File: config.mk
export PLATFORM = sky130hd
export DESIGN_NAME = digit_frame_to_serpentine_pixels_core_flat
export DESIGN_NICKNAME = d
export VERILOG_FILES = /design/src/design/dfsp_pkg.sv /design/src/design/dfsp_if.sv /design/src/design/digit_frame_to_serpentine_pixels_core.sv /design/src/design/dfsp_frame_map.sv /design/src/design/dfsp_pixel_emit.sv /design/src/flat_wrapper.sv
export SDC_FILE = /design/constraint.sdc
export NUM_CORES = 1
export LEC_CHECK = 0
export ABC_AREA = 0
export ABC_CLOCK_PERIOD_IN_PS = 4200
export BUFFER_PORTS_ARGS = -buffer_cell sky130_fd_sc_hd__clkbuf_2
export CORE_MARGIN = 8
export CORE_UTILIZATION = 25
export DETAILED_ROUTE_END_ITERATION = 16
export SYNTH_ARGS = -nofsm -noshare
export SYNTH_HDL_FRONTEND = slang
export SYNTH_SLANG_ARGS = --single-unit
File: constraint.sdc
create_clock -name clock -period 4.2 [get_ports clock]
set_input_delay 1.05 -clock clock [delete_from_list [all_inputs] [get_ports clock]]
set_output_delay 1.05 -clock clock [all_outputs]
set_load 0.01 [all_outputs]
File: src/design/dfsp_pkg.sv
`timescale 1ns / 1ps
`default_nettype none

package dfsp_pkg;

   localparam int Side       = 5;
   localparam int PixelCount = Side * Side;
   localparam int ColorW     = 24;
   localparam int PosW       = 5;
   localparam int DigitW     = 4;

   localparam logic [ColorW-1:0] ColorReset = 24'h0A0A0A;
   localparam logic [PosW-1:0]   LastPos    = PosW'(PixelCount - 1);

   // Glyph rows, bit 4 is the leftmost column
   localparam logic [Side-1:0] RowFull   = 5'b11111;
   localparam logic [Side-1:0] RowRight  = 5'b00001;
   localparam logic [Side-1:0] RowLeft   = 5'b10000;
   localparam logic [Side-1:0] RowSides  = 5'b10001;
   localparam logic [Side-1:0] RowInner  = 5'b01110;
   localparam logic [Side-1:0] RowCentre = 5'b00100;
   localparam logic [Side-1:0] RowTail   = 5'b00111;
   localparam logic [Side-1:0] RowStem2  = 5'b01100;
   localparam logic [Side-1:0] RowHook   = 5'b10010;
   localparam logic [Side-1:0] RowDiag   = 5'b01000;
   localparam logic [Side-1:0] RowBlank  = 5'b00000;

   // Five rows of a frame, top first
   typedef logic [Side-1:0] row_type;
   typedef struct packed {
      row_type top;
      row_type second;
      row_type middle;
      row_type fourth;
      row_type bottom;
   } frame_type;

   // Frame load from the mapper to the emitter, mask bit 0 is chain position 0
   typedef struct packed {
      logic                  load;
      logic [PixelCount-1:0] mask;
   } load_type;

   function automatic frame_type font_rows(input logic [DigitW-1:0] digit);
      frame_type f;
      unique case (digit)
         4'd0: f = '{RowFull, RowSides, RowSides, RowSides, RowFull};
         4'd1: f = '{RowCentre, RowStem2, RowCentre, RowCentre, RowInner};
         4'd2: f = '{RowInner, RowHook, RowCentre, RowDiag, RowFull};
         4'd3: f = '{RowFull, RowRight, RowTail, RowRight, RowFull};
         4'd4: f = '{RowSides, RowSides, RowFull, RowRight, RowRight};
         4'd5: f = '{RowFull, RowLeft, RowFull, RowRight, RowFull};
         4'd6: f = '{RowFull, RowLeft, RowFull, RowSides, RowFull};
         4'd7: f = '{RowFull, RowRight, RowRight, RowRight, RowRight};
         4'd8: f = '{RowFull, RowSides, RowFull, RowSides, RowFull};
         4'd9: f = '{RowFull, RowSides, RowFull, RowRight, RowRight};
         default: f = '{RowBlank, RowBlank, RowBlank, RowBlank, RowBlank};
      endcase
      return f;
   endfunction

   function automatic row_type row_reverse(input row_type r);
      row_type o;
      for (int i = 0; i < Side; i++) begin
         o[i] = r[Side-1-i];
      end
      return o;
   endfunction

endpackage

`default_nettype wire

File: src/design/dfsp_if.sv
`timescale 1ns / 1ps
`default_nettype none

interface dfsp_req_if;
   logic       valid;
   logic       ready;
   logic       use_font;
   logic [3:0] digit;
   logic [4:0] row_top;
   logic [4:0] row_second;
   logic [4:0] row_middle;
   logic [4:0] row_fourth;
   logic [4:0] row_bottom;

   modport source (output valid, use_font, digit, row_top, row_second, row_middle,
                   row_fourth, row_bottom, input ready);
   modport sink   (input valid, use_font, digit, row_top, row_second, row_middle,
                   row_fourth, row_bottom, output ready);
endinterface

interface dfsp_rsp_if;
   logic        valid;
   logic        ready;
   logic [23:0] pixel_word;
   logic [4:0]  chain_position;
   logic        last_pixel;

   modport source (output valid, pixel_word, chain_position, last_pixel, input ready);
   modport sink   (input valid, pixel_word, chain_position, last_pixel, output ready);
endinterface

`default_nettype wire

File: src/design/digit_frame_to_serpentine_pixels_core.sv
// Renders a 5x5 frame onto a 25-LED serpentine chain, one pixel word at a time.
// Request channel (req_ch): one word per frame, either five row masks or a
//   digit looked up in the built-in font (use_font). Digits ten to fifteen
//   render a blank frame.
// Response channel (rsp_ch): 25 words per frame in chain order, bottom row
//   right to left, then the next row left to right, and so on upwards. Each
//   word carries the lit colour or zero, its chain position, and last_pixel
//   on position 24.
// CSR port: csr_write_en / csr_write_data set the lit GRB colour; write only
//   while no frame is in flight. Reset value is 0x0A0A0A.
// The request word is loaded into the 25-bit mask shift register, which
//   releases one bit per cycle into the output register unless the receiver
//   stalls; the next frame is taken in the cycle its predecessor's last bit
//   moves to the output register.
// Reset: synchronous, active high; drops any frame in flight and restores the
//   colour. Receiver stall: the output register holds its word and the shift
//   register holds until rsp_ch.ready returns; no word is lost.
`timescale 1ns / 1ps
`default_nettype none

module digit_frame_to_serpentine_pixels_core (
   input  wire logic                        clock,
   input  wire logic                        reset,
   dfsp_req_if.sink                         req_ch,
   dfsp_rsp_if.source                       rsp_ch,
   input  wire logic                        csr_write_en,
   input  wire logic [dfsp_pkg::ColorW-1:0] csr_write_data
);
   import dfsp_pkg::*;

   load_type  frame_load;
   frame_type req_rows;
   logic      load_ready;

   // Gather the row fields, top row first
   assign req_rows = '{req_ch.row_top, req_ch.row_second, req_ch.row_middle,
                       req_ch.row_fourth, req_ch.row_bottom};

   assign req_ch.ready = load_ready;

   // Map the frame onto chain order; load fires on the request handshake
   dfsp_frame_map u_map (
      .use_font  (req_ch.use_font),
      .digit     (req_ch.digit),
      .rows      (req_rows),
      .frame_out (frame_load),
      .load      (req_ch.valid && load_ready)
   );

   // Shift the chain mask out a bit per cycle into the output register unless rsp_ch stalls
   dfsp_pixel_emit u_emit (
      .clock          (clock),
      .reset          (reset),
      .frame_in       (frame_load),
      .load_ready     (load_ready),
      .csr_write_en   (csr_write_en),
      .csr_write_data (csr_write_data),
      .rsp            (rsp_ch)
   );

endmodule

`default_nettype wire

File: src/design/dfsp_frame_map.sv
`timescale 1ns / 1ps
`default_nettype none

module dfsp_frame_map (
   input  wire logic                           use_font,
   input  wire logic [dfsp_pkg::DigitW-1:0]    digit,
   input  wire dfsp_pkg::frame_type            rows,
   output dfsp_pkg::load_type                  frame_out,
   input  wire logic                           load
);
   import dfsp_pkg::*;

   frame_type f;

   // Select rows, then lay them onto the chain: even bands run right to left
   always_comb begin
      f = use_font ? font_rows(digit) : rows;
      frame_out.load = load;
      frame_out.mask = {f.top, row_reverse(f.second), f.middle,
                        row_reverse(f.fourth), f.bottom};
   end

endmodule

`default_nettype wire

File: src/design/dfsp_pixel_emit.sv
`timescale 1ns / 1ps
`default_nettype none

module dfsp_pixel_emit (
   input  wire logic                        clock,
   input  wire logic                        reset,
   input  wire dfsp_pkg::load_type          frame_in,
   output logic                             load_ready,
   input  wire logic                        csr_write_en,
   input  wire logic [dfsp_pkg::ColorW-1:0] csr_write_data,
   dfsp_rsp_if.source                       rsp
);
   import dfsp_pkg::*;

   logic [ColorW-1:0]     color_ff, color_in;
   logic [PixelCount-1:0] mask_ff, mask_in;
   logic [PosW-1:0]       pos_ff, pos_in;
   logic                  busy_ff, busy_in;
   logic                  ovalid_ff, ovalid_in;
   logic [ColorW-1:0]     oword_ff, oword_in;
   logic [PosW-1:0]       opos_ff, opos_in;
   logic                  olast_ff, olast_in;
   logic                  advance;
   logic                  at_last;

   assign advance    = busy_ff && (!ovalid_ff || rsp.ready);
   assign at_last    = (pos_ff == LastPos);
   assign load_ready = !busy_ff || (advance && at_last);

   always_comb begin
      color_in  = csr_write_en ? csr_write_data : color_ff;
      mask_in   = mask_ff;
      pos_in    = pos_ff;
      busy_in   = busy_ff;
      ovalid_in = ovalid_ff && !rsp.ready;
      oword_in  = oword_ff;
      opos_in   = opos_ff;
      olast_in  = olast_ff;
      if (advance) begin
         // Move one bit of the mask into the output word
         ovalid_in = 1'b1;
         oword_in  = mask_ff[0] ? color_ff : '0;
         opos_in   = pos_ff;
         olast_in  = at_last;
         mask_in   = mask_ff >> 1;
         pos_in    = pos_ff + PosW'(1);
         if (at_last) begin
            busy_in = 1'b0;
         end
      end
      if (frame_in.load) begin
         mask_in = frame_in.mask;
         pos_in  = '0;
         busy_in = 1'b1;
      end
   end

   always_ff @(posedge clock) begin
      if (reset) begin
         color_ff  <= ColorReset;
         pos_ff    <= '0;
         busy_ff   <= 1'b0;
         ovalid_ff <= 1'b0;
      end else begin
         color_ff  <= color_in;
         pos_ff    <= pos_in;
         busy_ff   <= busy_in;
         ovalid_ff <= ovalid_in;
      end
   end

   always_ff @(posedge clock) begin
      mask_ff  <= mask_in;
      oword_ff <= oword_in;
      opos_ff  <= opos_in;
      olast_ff <= olast_in;
   end

   assign rsp.valid          = ovalid_ff;
   assign rsp.pixel_word     = oword_ff;
   assign rsp.chain_position = opos_ff;
   assign rsp.last_pixel     = olast_ff;

endmodule

`default_nettype wire
File: src/flat_wrapper.sv
// flat-port wrapper written by rule: the top's interface ports become plain ports
module digit_frame_to_serpentine_pixels_core_flat import dfsp_pkg::*;
  (clock, reset, csr_write_en, csr_write_data, req_ch_valid, req_ch_use_font, req_ch_digit, req_ch_row_top, req_ch_row_second, req_ch_row_middle, req_ch_row_fourth, req_ch_row_bottom, req_ch_ready, rsp_ch_valid, rsp_ch_pixel_word, rsp_ch_chain_position, rsp_ch_last_pixel, rsp_ch_ready);
  dfsp_req_if req_ch_i ();
  dfsp_rsp_if rsp_ch_i ();
  input  wire logic clock;
  input  wire logic reset;
  input  wire logic csr_write_en;
  input  wire logic [dfsp_pkg::ColorW-1:0] csr_write_data;
  input wire logic [$bits(req_ch_i.valid)-1:0] req_ch_valid;
  input wire logic [$bits(req_ch_i.use_font)-1:0] req_ch_use_font;
  input wire logic [$bits(req_ch_i.digit)-1:0] req_ch_digit;
  input wire logic [$bits(req_ch_i.row_top)-1:0] req_ch_row_top;
  input wire logic [$bits(req_ch_i.row_second)-1:0] req_ch_row_second;
  input wire logic [$bits(req_ch_i.row_middle)-1:0] req_ch_row_middle;
  input wire logic [$bits(req_ch_i.row_fourth)-1:0] req_ch_row_fourth;
  input wire logic [$bits(req_ch_i.row_bottom)-1:0] req_ch_row_bottom;
  output wire logic [$bits(req_ch_i.ready)-1:0] req_ch_ready;
  output wire logic [$bits(rsp_ch_i.valid)-1:0] rsp_ch_valid;
  output wire logic [$bits(rsp_ch_i.pixel_word)-1:0] rsp_ch_pixel_word;
  output wire logic [$bits(rsp_ch_i.chain_position)-1:0] rsp_ch_chain_position;
  output wire logic [$bits(rsp_ch_i.last_pixel)-1:0] rsp_ch_last_pixel;
  input wire logic [$bits(rsp_ch_i.ready)-1:0] rsp_ch_ready;
  assign req_ch_i.valid = req_ch_valid;
  assign req_ch_i.use_font = req_ch_use_font;
  assign req_ch_i.digit = req_ch_digit;
  assign req_ch_i.row_top = req_ch_row_top;
  assign req_ch_i.row_second = req_ch_row_second;
  assign req_ch_i.row_middle = req_ch_row_middle;
  assign req_ch_i.row_fourth = req_ch_row_fourth;
  assign req_ch_i.row_bottom = req_ch_row_bottom;
  assign req_ch_ready = req_ch_i.ready;
  assign rsp_ch_valid = rsp_ch_i.valid;
  assign rsp_ch_pixel_word = rsp_ch_i.pixel_word;
  assign rsp_ch_chain_position = rsp_ch_i.chain_position;
  assign rsp_ch_last_pixel = rsp_ch_i.last_pixel;
  assign rsp_ch_i.ready = rsp_ch_ready;
  digit_frame_to_serpentine_pixels_core u_core (.clock(clock), .reset(reset), .req_ch(req_ch_i), .rsp_ch(rsp_ch_i), .csr_write_en(csr_write_en), .csr_write_data(csr_write_data));
endmodule
==> results of run 1 <==
-- registers in the layout, summed over array words and instances, names as in the netlist --
| register | flops |
|---|---|
| u_core.u_emit.rsp.valid | 1 |
| u_core.u_emit.color_ff | 24 |
| u_core.u_emit.busy_ff | 1 |
| u_core.u_emit.mask_ff | 25 |
| u_core.u_emit.rsp.last_pixel | 1 |
| u_core.u_emit.rsp.chain_position | 5 |
| u_core.u_emit.pos_ff | 5 |
| u_core.u_emit.rsp.pixel_word | 24 |
-- critical path: cells and delay by family --
kind            cells  cell delay [ns]
compound gates      1             0.30
simple gates        1             0.28
buf+inv             2             0.21
-- cell type report --
cell class	instances	area share
Clock buffer	10	0.0491
Clock inverter	6	0.00993
Inverter	10	0.00805
Multi-Input combinational cell	204	0.295
Sequential cell	86	0.487
Tap cell	188	0.0505
Timing Repair Buffer	92	0.0998
-- per-stage QoR --
step | utilization | hold slack (ns) | cell area, um^2 | total power, mW
final | 0.310 | 0.485 | 4660 | 1.99
after global routing | 0.310 | 0.508 | 4660 | 2.08
after CTS | 0.310 | 0.492 | 4660 | 2.03
after detailed placement | 0.292 | 0.473 | 4390 | 1.26
after global placement | 0.292 | 0.464 | 4390 | 1.25
after floorplan | - | 0.450 | 3800 | 1.17
-- worst max path at each step --
stage,from,end,slack (ns),cells after the start
2_1_floorplan,req_ch_valid,u_core.u_emit.mask_ff[0]$_DFFE_PP_,0.87,2
3_3_place_gp,rsp_ch_ready,req_ch_ready,1.33,4
3_5_place_dp,rsp_ch_ready,req_ch_ready,1.31,4
4_1_cts,rsp_ch_ready,req_ch_ready,1.31,4
5_1_grt,rsp_ch_ready,req_ch_ready,1.24,4
6_report,rsp_ch_ready,req_ch_ready,1.31,4
-- power groups by stage --
stage                     clock (mW)  sequential, mW  combinational [mW]
after floorplan                    0            1.03               0.141
after global placement             0            1.03               0.222
after detailed placement           0            1.03               0.227
after CTS                      0.785            1.02               0.228
after global routing           0.812            1.02               0.249
final                          0.750            1.01               0.224
-- kinds of logic after synthesis --
family	share of synthesized area
DFF	0.599
AOI/OAI and AO/OA	0.118
xor gates and xnor gates	0.00923
muxes	0.0620
and+or+nand+nor	0.146
adders and majority gates	0.0264
buffers and inverters	0.0399
-- per-layer routing --
metal,GRT usage,share of wire,wire [um]
met1,0.111,0.47,4080
met2,0.136,0.42,3640
met5,0,0,0
met4,0.0439,0.021,182
met3,0.0455,0.086,743
-- cell usage in the layout, fill, tap and decap left out, drive strengths merged, types with 2 or more instances in the layout --
master    instances
inv              13
nand3             6
nand2            24
xor2              3
a211oi            2
and2             27
nor2b            11
nor3b             2
nor2             24
nor3              6
dfxtp            31
clkinvlp          3
nand4             2
edfxtp           55
buf               2
a31oi             6
a21oi            21
a2bb2oi           2
o31ai             2
mux2              3
ha                8
clkbuf          100
o21ai             9
mux2i            19
a211o             6
a21o             14
==> flow_summary_export.csv, run 1 <==
group,metric,value,unit
global_routing,first_global_vias,2691,
finish,multi_input_area,1380,um^2
die,ios,91,
finish,antenna_cells,0,
yosys,yosysMostFrequentCell,"edfxtp_1",
power,p_clk_frac,0.377,
place,dp_cells,580,
global_routing,grt_pass1_wl,14100,um
timing,hold_viol,0,
yosys,syn_avg_cell_area,11.9,um^2
place,place.gp.congestion,0.857,
clocking,ctsLongestPathBuffers,2,
clocking,cts_resized,0,
drt,wirelength,8650,um
timing,setup_tns,0,ns
setup_path,arrival,1.84,ns
drt,via_count,2625,
place,hpwl,6180,um
power,netSwitchingFraction,0.251,
min_path,whs_path_depth,2,
power,peakVddDrop,0.203,mV
yosys,ys_seq_area_frac,0.599,
power,pwr-share-seq,0.510,
outcome,status,"finished, final reports clean",
timing,slew_headroom,0.413,
global_routing,antenna_found_initial,0,
setup_path,crit_type,"in -> out",
global_routing,grt_max_degree,36,
timing,fin_crit_sh,0.688,
finish,drive_above_1_share,0.294,
setup_path,rr_startpoint,"u_core.u_emit.pos_ff[0]$_SDFFE_PP0P_",
setup_path,cp-start-kind,"input pin",
finish,instances_no_fill,596,
yosys,synthDistinctLibCells,41,
place,detailedPlace.worstSlack,1.31,ns
finish,seq_area,2270,um^2
power,p_leak,1.99,nW
timing,fin_skew,0.00728,ns
die,die_w,139,um
clocking,root_buffer,"clkbuf_16",
clocking,cts_tree,"yes",
power,p_int,1.49,mW
finish,finalNetCount,470,
yosys,synth.top_cells.by_count,"55 x edfxtp_1, 31 x dfxtp_1, 26 x and2_1",
clocking,ctsHoldBuffers,0,
setup_path,critPathMaxFanout,7,
clocking,cts.htree.levels,3,
yosys,synthFlopType,"edfxtp_1",
yosys,yosys.area.top_type_share,0.435,
setup_path,ff2ff_path_depth,6,
min_path,hp-start,"u_core.u_emit.color_ff[4]$_SDFFE_PP0P_",
drt,wire_per_inst,14.5,um
timing,setup_viol,0,
die,dieArea,19400,um^2
yosys,synth.area.top_cells,"edfxtp_1 44%, dfxtp_1 16%, mux2i_1 5.0%, and2_1 4.3%, a21oi_1 2.8%",
power,power.switching,0.500,mW
clocking,cts.clk_slew.worst_paths,0.06,ns
setup_path,critPathRequiredTime,3.15,ns
yosys,ys_ff_latch,86,
yosys,synth_top_cell_by_area,"edfxtp_1",
setup_path,crit_top_cell,"clkbuf_2",
setup_path,end_kind,"output port",
drt,firstDrtPassIters,4,
power,cellPowerDensity,426,nW/um^2
timing,max_freq,346,MHz
job,cap_viol_max_count,0,
timing,worst_slack,1.31,ns
min_path,hp-class,"reg -> reg",
setup_path,critical-path-max-stage-delay,0.30,ns
drt,postRouteAntennaNets,0,
die,core_area,15000,um^2
finish,fillers,1522,
timing,period_minus_slack,2.89,ns
finish,syn2layout_area_growth,22.8,%
timing,worst_slew_pin_slew,0.880,ns
die,placementRows,45,
place,portBuffers,90,
setup_path,path_cells,"clkbuf_2 -> nand2b_1 -> a21o_4 -> clkbuf_2",
yosys,async_reset_ff_frac,0,
yosys,synth-edff-count,55,
timing,maxSlewViolCount,0,
clocking,cts_buffers,9,
die,start_util,0.253,
setup_path,slowest_stage,"a21o_4",
min_path,holdPathEnd,"u_core.u_emit.color_ff[4]$_SDFFE_PP0P_",
setup_path,r2r_slack,2.05,ns
die,dieHeight,139,um
clocking,cts_setup_buffers,0,
drt,route.detailed.drc,0,
setup_path,regToRegEndpoint,"u_core.u_emit.mask_ff[17]$_DFFE_PP_",
yosys,ys_warn_count,0,
clocking,clock-sinks,86,
global_routing,grt-ovfl-total,0,
yosys,syn-instance-count,319,
drt,vias_per_cell,4.40,
yosys,synth_area,3800,um^2
timing,rsz0062_at_grt,"no",
global_routing,grt.total_usage,0.0925,
yosys,synth_nets,386,
clocking,clock_latency,0.35,ns
drt,drt_iter0_drc,178,
power,p_comb_frac,0.113,
Note: power is estimated with default switching activity, not from simulation.
==> inputs of run 2 (changes only) <==
ABC_CLOCK_PERIOD_IN_PS = 2900   (was 4200)
clock period = 2.9 ns   (was 4.2 ns; I/O delays follow)
==> run 2 against run 1 <==
Net effect: critical path depth rose by 1; critical endpoint unchanged; highest routed layer unchanged; die area did not move; final cell count rose by 0.17%.
==> flow_summary_export.csv, run 2 (synthesized netlist as in run 1, its figures left out) <==
group,metric,value,unit
drt,postRouteAntennaNets,0,
setup_path,end_kind,"output port",
finish,post-route-util,0.312,
setup_path,critical-path-max-stage-delay,0.37,ns
clocking,ctsHoldBuffers,0,
clocking,cts.clk_slew.worst_paths,0.06,ns
finish,instances_no_fill,597,
finish,finalNetCount,471,
power,p_int,2.24,mW
setup_path,critPathMaxFanout,6,
power,p_comb_frac,0.111,
timing,period_minus_slack,2.32,ns
clocking,cts_buffers,9,
setup_path,path_cells,"inv_1 -> ha_1 -> and4b_4 -> a21o_4 -> clkbuf_2",
setup_path,slowest_stage,"dfxtp_1",
timing,rsz0062_at_grt,"no",
finish,multi_input_area,1380,um^2
place,hpwl,6150,um
die,core_area,15000,um^2
setup_path,critPathRequiredTime,2.17,ns
drt,firstDrtPassIters,4,
global_routing,grt.total_usage,0.0917,
global_routing,grt_pass1_wl,14100,um
clocking,clock_latency,0.34,ns
die,dieArea,19400,um^2
place,portBuffers,90,
timing,setup_viol,0,
power,cellPowerDensity,627,nW/um^2
clocking,cts_resized,0,
power,pwr-share-seq,0.499,
finish,syn2layout_area_growth,23.6,%
setup_path,crit_start,"u_core.u_emit.pos_ff[0]$_SDFFE_PP0P_",
global_routing,grt-ovfl-total,0,
global_routing,antenna_found_initial,0,
timing,max_freq,431,MHz
clocking,ctsLongestPathBuffers,2,
die,placementRows,45,
drt,wirelength,8530,um
timing,fin_skew,0.00468,ns
min_path,hp-start,"u_core.u_emit.pos_ff[4]$_SDFFE_PP0P_",
die,ios,91,
clocking,root_buffer,"clkbuf_16",
setup_path,critPathBufInv,2,
finish,final_common_cell,"clkbuf_2",
clocking,clock-sinks,86,
clocking,cts_setup_buffers,0,
power,p_clk_frac,0.390,
power,p_leak,2.01,nW
timing,hold_viol,0,
drt,via_count,2601,
timing,fin_hold_ws,0.488,ns
setup_path,cp-start-kind,"flip-flop",
global_routing,first_global_vias,2727,
job,cap_viol_max_count,0,
timing,setup_tns,0,ns
setup_path,crit_family,"flip-flops",
setup_path,rr_startpoint,"u_core.u_emit.pos_ff[0]$_SDFFE_PP0P_",
setup_path,crit_type,"reg -> out",
place,dp_cells,581,
timing,worst_slew_pin_slew,0.883,ns
clocking,cts_tree,"yes",
power,netSwitchingFraction,0.239,
power,peakVddDrop,0.243,mV
outcome,status,"finished, final reports clean",
min_path,hp-class,"reg -> reg",
finish,seq_area,2270,um^2
setup_path,arrival,1.60,ns
drt,drt_iter0_drc,158,
timing,fin_crit_sh,0.801,
global_routing,grt_max_degree,36,
die,dieHeight,139,um
finish,top_register,"u_core.u_emit.mask_ff",
finish,final_cell_mix,"90 x clkbuf_2, 55 x edfxtp_1, 31 x dfxtp_1",
finish,fillers,1520,
die,die_w,139,um
place,place.gp.congestion,0.854,
drt,wire_per_inst,14.3,um
die,start_util,0.253,
finish,antenna_cells,0,
power,power.switching,0.704,mW
drt,route.detailed.drc,0,
timing,slew_headroom,0.412,
finish,drive_above_1_share,0.296,
timing,maxSlewViolCount,0,
drt,vias_per_cell,4.36,
clocking,cts.htree.levels,3,
finish,largest_reg_flops,25,
## run 2: power by group through the flow
stage / Clock, mW / Combinational, mW / Sequential [mW]
2_1_floorplan: 0 / 0.204 / 1.49
3_3_place_gp: 0 / 0.323 / 1.50
3_5_place_dp: 0 / 0.330 / 1.50
4_1_cts: 1.20 / 0.331 / 1.47
5_1_grt: 1.24 / 0.363 / 1.48
6_report: 1.15 / 0.326 / 1.47
## run 2: final timing paths
kind         depth (start not counted)                                             to  slack [ns]
max                                  5                                   req_ch_ready        0.58
min                                  0  u_core.u_emit.rsp.chain_position[4]$_DFFE_PP_        0.49
max reg2reg                          6             u_core.u_emit.mask_ff[4]$_DFFE_PP_        0.98
min reg2reg                          0  u_core.u_emit.rsp.chain_position[4]$_DFFE_PP_        0.49
## run 2: per-layer routing
metal  GRT usage  share of wire  up-vias
met5           0              0        -
met4      0.0364          0.015        0
met3      0.0438          0.078       11
met2       0.135           0.42       96
met1       0.113           0.48     1199
li1            -              -     1295
## run 2: layout make-up
cell class,instances,area share
Multi-Input combinational cell,204,0.293
Inverter,10,0.00800
Sequential cell,86,0.484
Clock buffer,10,0.0488
Clock inverter,6,0.0149
Timing Repair Buffer,93,0.101
Tap cell,188,0.0501
## run 2: worst reg2reg max path: stages (launching register included)
cell and delay [ns]:
dfxtp_1 0.37, inv_1 0.09, ha_1 0.20, and4b_4 0.22, a21o_4 0.24, and2_4 0.24, mux2_4 0.31
## run 2: stage by stage
step,total power [mW],setup slack (ns),instance area (um^2)
after CTS,3.00,0.551,4690
final,2.94,0.578,4690
after detailed placement,1.83,0.512,4390
after floorplan,1.70,0.577,3800
after global routing,3.09,0.486,4690
after global placement,1.82,0.613,4390
